--- src/rtl/core/llf_pkg.sv ---
// Package for the 3x3 Laplacian RGB filter: sizes, reset values, register
// indexes and the pixel and result word types. No dependencies.
package llf_pkg;

  localparam int unsigned MaxWidth  = 2048;
  localparam int unsigned MaxHeight = 4096;
  localparam int unsigned MinDim    = 3;

  localparam int unsigned ChanW   = 8;
  localparam int unsigned NumChan = 3;

  // counter and register widths
  localparam int unsigned ColW    = $clog2(MaxWidth);       // 11
  localparam int unsigned RowW    = $clog2(MaxHeight);      // 12
  localparam int unsigned WidthW  = 12;
  localparam int unsigned HeightW = 13;
  localparam int unsigned EffWW   = ColW + 1;
  localparam int unsigned EffHW   = RowW + 1;

  localparam int unsigned CfgIdxW  = 2;
  localparam int unsigned CfgDataW = 13;

  localparam logic [CfgIdxW-1:0] CfgWidth  = 2'd0;
  localparam logic [CfgIdxW-1:0] CfgHeight = 2'd1;

  localparam logic [WidthW-1:0]  ResetWidth  = 12'd640;
  localparam logic [HeightW-1:0] ResetHeight = 13'd480;

  // window slots: 0..2 column c-2 (up, mid, low), 3..5 column c-1
  localparam int unsigned WinDepth   = 6;
  localparam int unsigned WinLeftMid = 1;
  localparam int unsigned WinUp      = 3;
  localparam int unsigned WinMid     = 4;
  localparam int unsigned WinLow     = 5;

  // output queue
  localparam int unsigned FifoDepth = 3;
  localparam int unsigned FifoPtrW  = 2;
  localparam int unsigned FifoCntW  = 2;

  // channel 2 is red, 1 green, 0 blue
  typedef logic [NumChan-1:0][ChanW-1:0] pix_t;

  typedef struct packed {
    logic [ChanW-1:0] red;
    logic [ChanW-1:0] green;
    logic [ChanW-1:0] blue;
    logic             frame_end;
  } res_t;

endpackage

--- src/rtl/core/llf_lane.sv ---
// One channel lane: the quadrupled centre minus the up, down, left and right neighbors, clamped to 0..255.
// Uses llf_pkg for the channel width.
module llf_lane (
  input  logic [llf_pkg::ChanW-1:0] centre_i,
  input  logic [llf_pkg::ChanW-1:0] up_i,
  input  logic [llf_pkg::ChanW-1:0] down_i,
  input  logic [llf_pkg::ChanW-1:0] left_i,
  input  logic [llf_pkg::ChanW-1:0] right_i,
  output logic [llf_pkg::ChanW-1:0] pix_o
);

  // range -1020..1020 fits 11 bits signed
  logic signed [llf_pkg::ChanW+2:0] acc;

  always_comb begin
    acc = $signed({1'b0, centre_i, 2'b00})
        - $signed({3'b000, up_i})
        - $signed({3'b000, down_i})
        - $signed({3'b000, left_i})
        - $signed({3'b000, right_i});
    if (acc[llf_pkg::ChanW+2]) begin
      pix_o = '0;
    end else if (|acc[llf_pkg::ChanW+1:llf_pkg::ChanW]) begin
      pix_o = '1;
    end else begin
      pix_o = acc[llf_pkg::ChanW-1:0];
    end
  end

endmodule

--- config.mk ---
export PLATFORM = sky130hd
export DESIGN_NAME = llf_lane
export DESIGN_NICKNAME = d
export VERILOG_FILES = /design/src/rtl/core/llf_pkg.sv /design/src/rtl/core/llf_lane.sv
export SDC_FILE = /design/constraint.sdc
export NUM_CORES = 1
export LEC_CHECK = 0
export ABC_AREA = 1
export BUFFER_PORTS_ARGS = -buffer_cell sky130_fd_sc_hd__buf_2
export CORE_MARGIN = 3
export CORE_UTILIZATION = 53
export DETAILED_ROUTE_END_ITERATION = 12
export PLACE_DENSITY = 0.85
export SYNTH_ARGS = -nofsm -noshare
export SYNTH_HDL_FRONTEND = slang
export SYNTH_SLANG_ARGS = --single-unit
--- constraint.sdc ---
create_clock -name vclk -period 3.4
set_input_delay 0.17 -clock vclk [all_inputs]
set_output_delay 0.17 -clock vclk [all_outputs]
set_load 0.05 [all_outputs]
# Yosys cells after proc, flatten, opt, wreduce, memory -nomap -nowiden
# Cells that the tools add are included.
[classes]
n_reduce_logical = 1
n_mux = 2
n_addsub = 4
[ops]
columns = ["cell", "count"]
rows = [
  ["subtractor 11 x 9 -> 11 bit", 3],
  ["two-way mux 8 bit", 2],
  ["subtractor 10 x 8 -> 11 bit", 1],
  ["OR reduction 2 bit", 1],
]
[totals]
reg_bits = 0
wordCells = 7
inputBits = 40
out_inout_bits = 8

# Depth between registers and ports, before layout
[depth]
ltp_word = 7
ltp_mapped = 17
mapped_depth_nobuf = 17

# Worst setup path before layout
# OpenSTA, ideal clock, no wires.
[synth_timing]
path_type = "in2out"
from = "in up_i[7] (netlist bit)"
to = "out pix_o[4] (netlist bit)"
slack_ns = -0.193
n_path_buf = 0
cell_stages = 16
arrival_ns = 3.423
required_ns = 3.230
path_cell_list = "inv_1 fa_1 inv_1 fa_1 fa_1 inv_1 ha_1 nand2_1 inv_1 a21oi_4 nand2_2 nand2_2 nand2_2 nand3_4 nor2_1 nor2_1"
[synth_between]
elab_chain_cells = 7
[synth_rtl]
columns = ["item", "line_no", "text"]
rows = [
  ["start: declaration", "llf_lane.sv:5", "input logic [llf_pkg::ChanW-1:0] up_i,"],
  ["subtractor 10 x 8 -> 11 bit (*)", "llf_lane.sv:17", "- $signed({3'b000, up_i})"],
  ["subtractor 11 x 9 -> 11 bit (*)", "llf_lane.sv:18", "- $signed({3'b000, down_i})"],
  ["subtractor 11 x 9 -> 11 bit (*)", "llf_lane.sv:19", "- $signed({3'b000, left_i})"],
  ["subtractor 11 x 9 -> 11 bit (*)", "llf_lane.sv:20", "- $signed({3'b000, right_i});"],
  ["OR reduction 2 bit", "llf_lane.sv:23", "end else if (|acc[llf_pkg::ChanW+1:llf_pkg::ChanW]) begin"],
  ["two-way mux 8 bit", "llf_lane.sv:23", ""],
  ["two-way mux 8 bit (*)", "llf_lane.sv:21", "if (acc[llf_pkg::ChanW+2]) begin"],
  ["end: declaration", "llf_lane.sv:9", "output logic [llf_pkg::ChanW-1:0] pix_o"],
]
# Every way passes the cells marked *; elsewhere a longest branch is shown, timed or not.

# Worst setup path after layout
[layout_timing]
from = "in left_i[3] (netlist bit)"
to = "out pix_o[7] (netlist bit)"
[layout_between]
elab_chain_cells = 5
[layout_rtl]
columns = ["item", "line_no", "text"]
rows = [
  ["start: declaration", "llf_lane.sv:7", "input logic [llf_pkg::ChanW-1:0] left_i,"],
  ["subtractor 11 x 9 -> 11 bit (*)", "llf_lane.sv:19", ""],
  ["subtractor 11 x 9 -> 11 bit (*)", "llf_lane.sv:20", ""],
  ["OR reduction 2 bit", "llf_lane.sv:23", ""],
  ["two-way mux 8 bit", "llf_lane.sv:23", ""],
  ["two-way mux 8 bit (*)", "llf_lane.sv:21", ""],
]
# Marks and branches as above.

==> results.cfg <==
[logic_synthesis]
synth_cell_types = 17
synth_compound_area_share_pct = 4.554
synth_nets = 255
synth-simple-area-share_pct = 23.07
synth.cell_area_mm2 = 0.001264
synthMuxAreaShare_pct = 0
syn_inst = 179
ys_seq_area_share_pct = 0
avgSynthCellArea_um2 = 7.060
synth_xor_area_share_pct = 3.465
synth_fa_ha_area_share_pct = 49.31
synth_warnings = 0
synth_top_family_by_area = adder cells

[setup_path]
worstPathCellList = buf_2, inv_1, fa_1, inv_2, fa_2, fa_1, inv_2, ha_4, nand2_4, inv_1, nand2_1, nand2_2, nand2_2, nand4_1, nand3_4, nor2_4, nor2_4, buf_8
critPathKind = in2out
critPathMaxFanout = 8
cpLargestDelayFamily = adder cells
worstSetupStartpoint = left_i[3]
cp.arrival_ns = 3.37
critical_path_buf_inv_count = 6
cp.required_ns = 3.23
crit_path_start_kind = primary input
slowest_stage = fa_1
max_stage_delay_ns = 0.55
end_kind = output port

[run]
drv_cap = 0

[global_route]
grt_pass1_vias = 1243
overflow = 0
antenna_found_initial = 0
grt_max_degree = 9
grt_pass1_wl_mm = 4.416
grt.total_usage_pct = 19.43

[timing]
setup_tns_ns = -0.9304
fin_crit_ns = 3.537
post-route-period-util_pct = 104.0
slew_headroom_pct = 77.10
hold_viol_final = 0
fmax_mhz = 282.7
slew_violations = 0
rsz0062_at_grt = true
worst_pin_slew_ns = 0.3411
setup_viol = 8
fin_ws_ns = -0.1368

[power]
p_sw_share_pct = 59.05
powerDensity_mw_per_mm2 = 915.0
vdd_drop_max_mv = 0.8123
seqPwrFrac_pct = 0
pwr-share-comb_pct = 100.0
clkPwrFrac_pct = 0
netSwitchingPower_mw = 1.048
leakagePower_nw = 1.077
p_int_uw = 726.7

[place]
hpwl_mm = 2.241
dp_cells = 264
port_buffers = 48
gp_congestion = 0.8223

[cells_and_area]
nNetsFinal = 314
clock_buffers = 0
nFlopsAndLatches = 0
diodes = 0
regArea_um2 = 0
layout-drive-gt1-share_pct = 50.85
area_growth_pct = 53.47
final_cells = 264

[die]
die_w_um = 54.83
core-area_mm2 = 0.002233
start_util_pct = 56.58
die_area_mm2 = 0.003006
dieHeight_um = 54.83
rows = 17
ioPinCount = 48

[drt]
wirelength_mm = 3.535
drtPass1Iterations = 4
viasPerCell = 5.027
wl_per_cell_um = 13.39
vias = 1327
drc = 0
drt_iter0_drc = 23
antenna_left = 0

[run_status]
status = complete, but fails checks
violations = setup timing

[clocking]
cts_setup_buffers = 0

[hold_path]
hp-start = centre_i[0]
hold_class = in2out
-- timing repair --
action	4_1_cts	5_1_grt
hold buffers	0	0
setup endpoints to repair	8	8
resized for setup	24	54
pin swaps	11	41
-- synth_stat cells (all sizes together) --
library cell / n / area, um^2
inv: 66 / 247.7
nand2: 31 / 128.9
nor2: 26 / 102.6
fa: 23 / 460.4
ha: 13 / 162.7
a21oi: 6 / 52.55
nand3: 6 / 47.55
xnor2: 3 / 26.28
xor2: 2 / 17.52
nand4: 1 / 6.260
o21ai: 1 / 5.000
or2: 1 / 6.260
-- cell usage in the layout, fill, tap and decap left out, drive strengths merged --
master and instances:
inv 66, nand4 1, xnor2 3, buf 57, ha 13, nand3 6, nor2 26, xor2 2
fa 23, a21oi 6, nand2 31, or2 1, o21ai 1
-- area by class of cell --
| cell class | instances | area, um^2 |
|---|---|---|
| multi-input combinational | 113 | 1264 |
| tap | 28 | 35.03 |
| inverter | 66 | 247.7 |
| fill | 131 | 294.0 |
| timing repair buffer | 57 | 392.9 |
-- per-layer routing --
metal	GRT usage (%)	share of wire [%]	vias to the layer above
met4	2.905	2.4	0
met3	0.2725	6.3	14
met1	20.14	34	626
li1	-	-	618
met2	42.13	57	69
met5	0	0	-
-- path summary, 6_finish.rpt --
| path | to | cells after the start |
|---|---|---|
| hold / removal | pix_o[0] | 5 |
| setup / recovery | pix_o[7] | 18 |
-- logic make-up after synthesis --
group	count (synthesis)
AO/OA/AOI/OAI	7
XOR/XNOR	5
adder cells (fa/ha/maj)	36
buffers and inverters	66
AND/OR/NAND/NOR	65
-- power by group through the flow --
stage | Clock (mW) | Sequential (mW) | Combinational, mW
after global placement | 0 | 0 | 1.18
after detailed placement | 0 | 0 | 1.21
after CTS | 0 | 0 | 1.39
after floorplan | 0 | 0 | 0.898
final | 0 | 0 | 1.77
after global routing | 0 | 0 | 1.90
-- through the flow --
| step | hold WS (ns) | area [um^2] | util, % | total power [mW] | worst slack [ns] |
|---|---|---|---|---|---|
| final | 0.9352 | 1939 | 86.83 | 1.774 | -0.1368 |
| after detailed placement | 0.9696 | 1639 | 73.39 | 1.206 | -0.1249 |
| after floorplan | 0.7902 | 1284 | - | 0.8983 | 0.03099 |
| after global routing | 0.9695 | 1939 | 86.83 | 1.900 | -0.2439 |
| after global placement | 0.9698 | 1639 | 73.39 | 1.175 | -0.03503 |
| after CTS | 0.8991 | 1760 | 78.82 | 1.392 | 0.001976 |
Note: power is estimated with default switching activity, not from simulation.
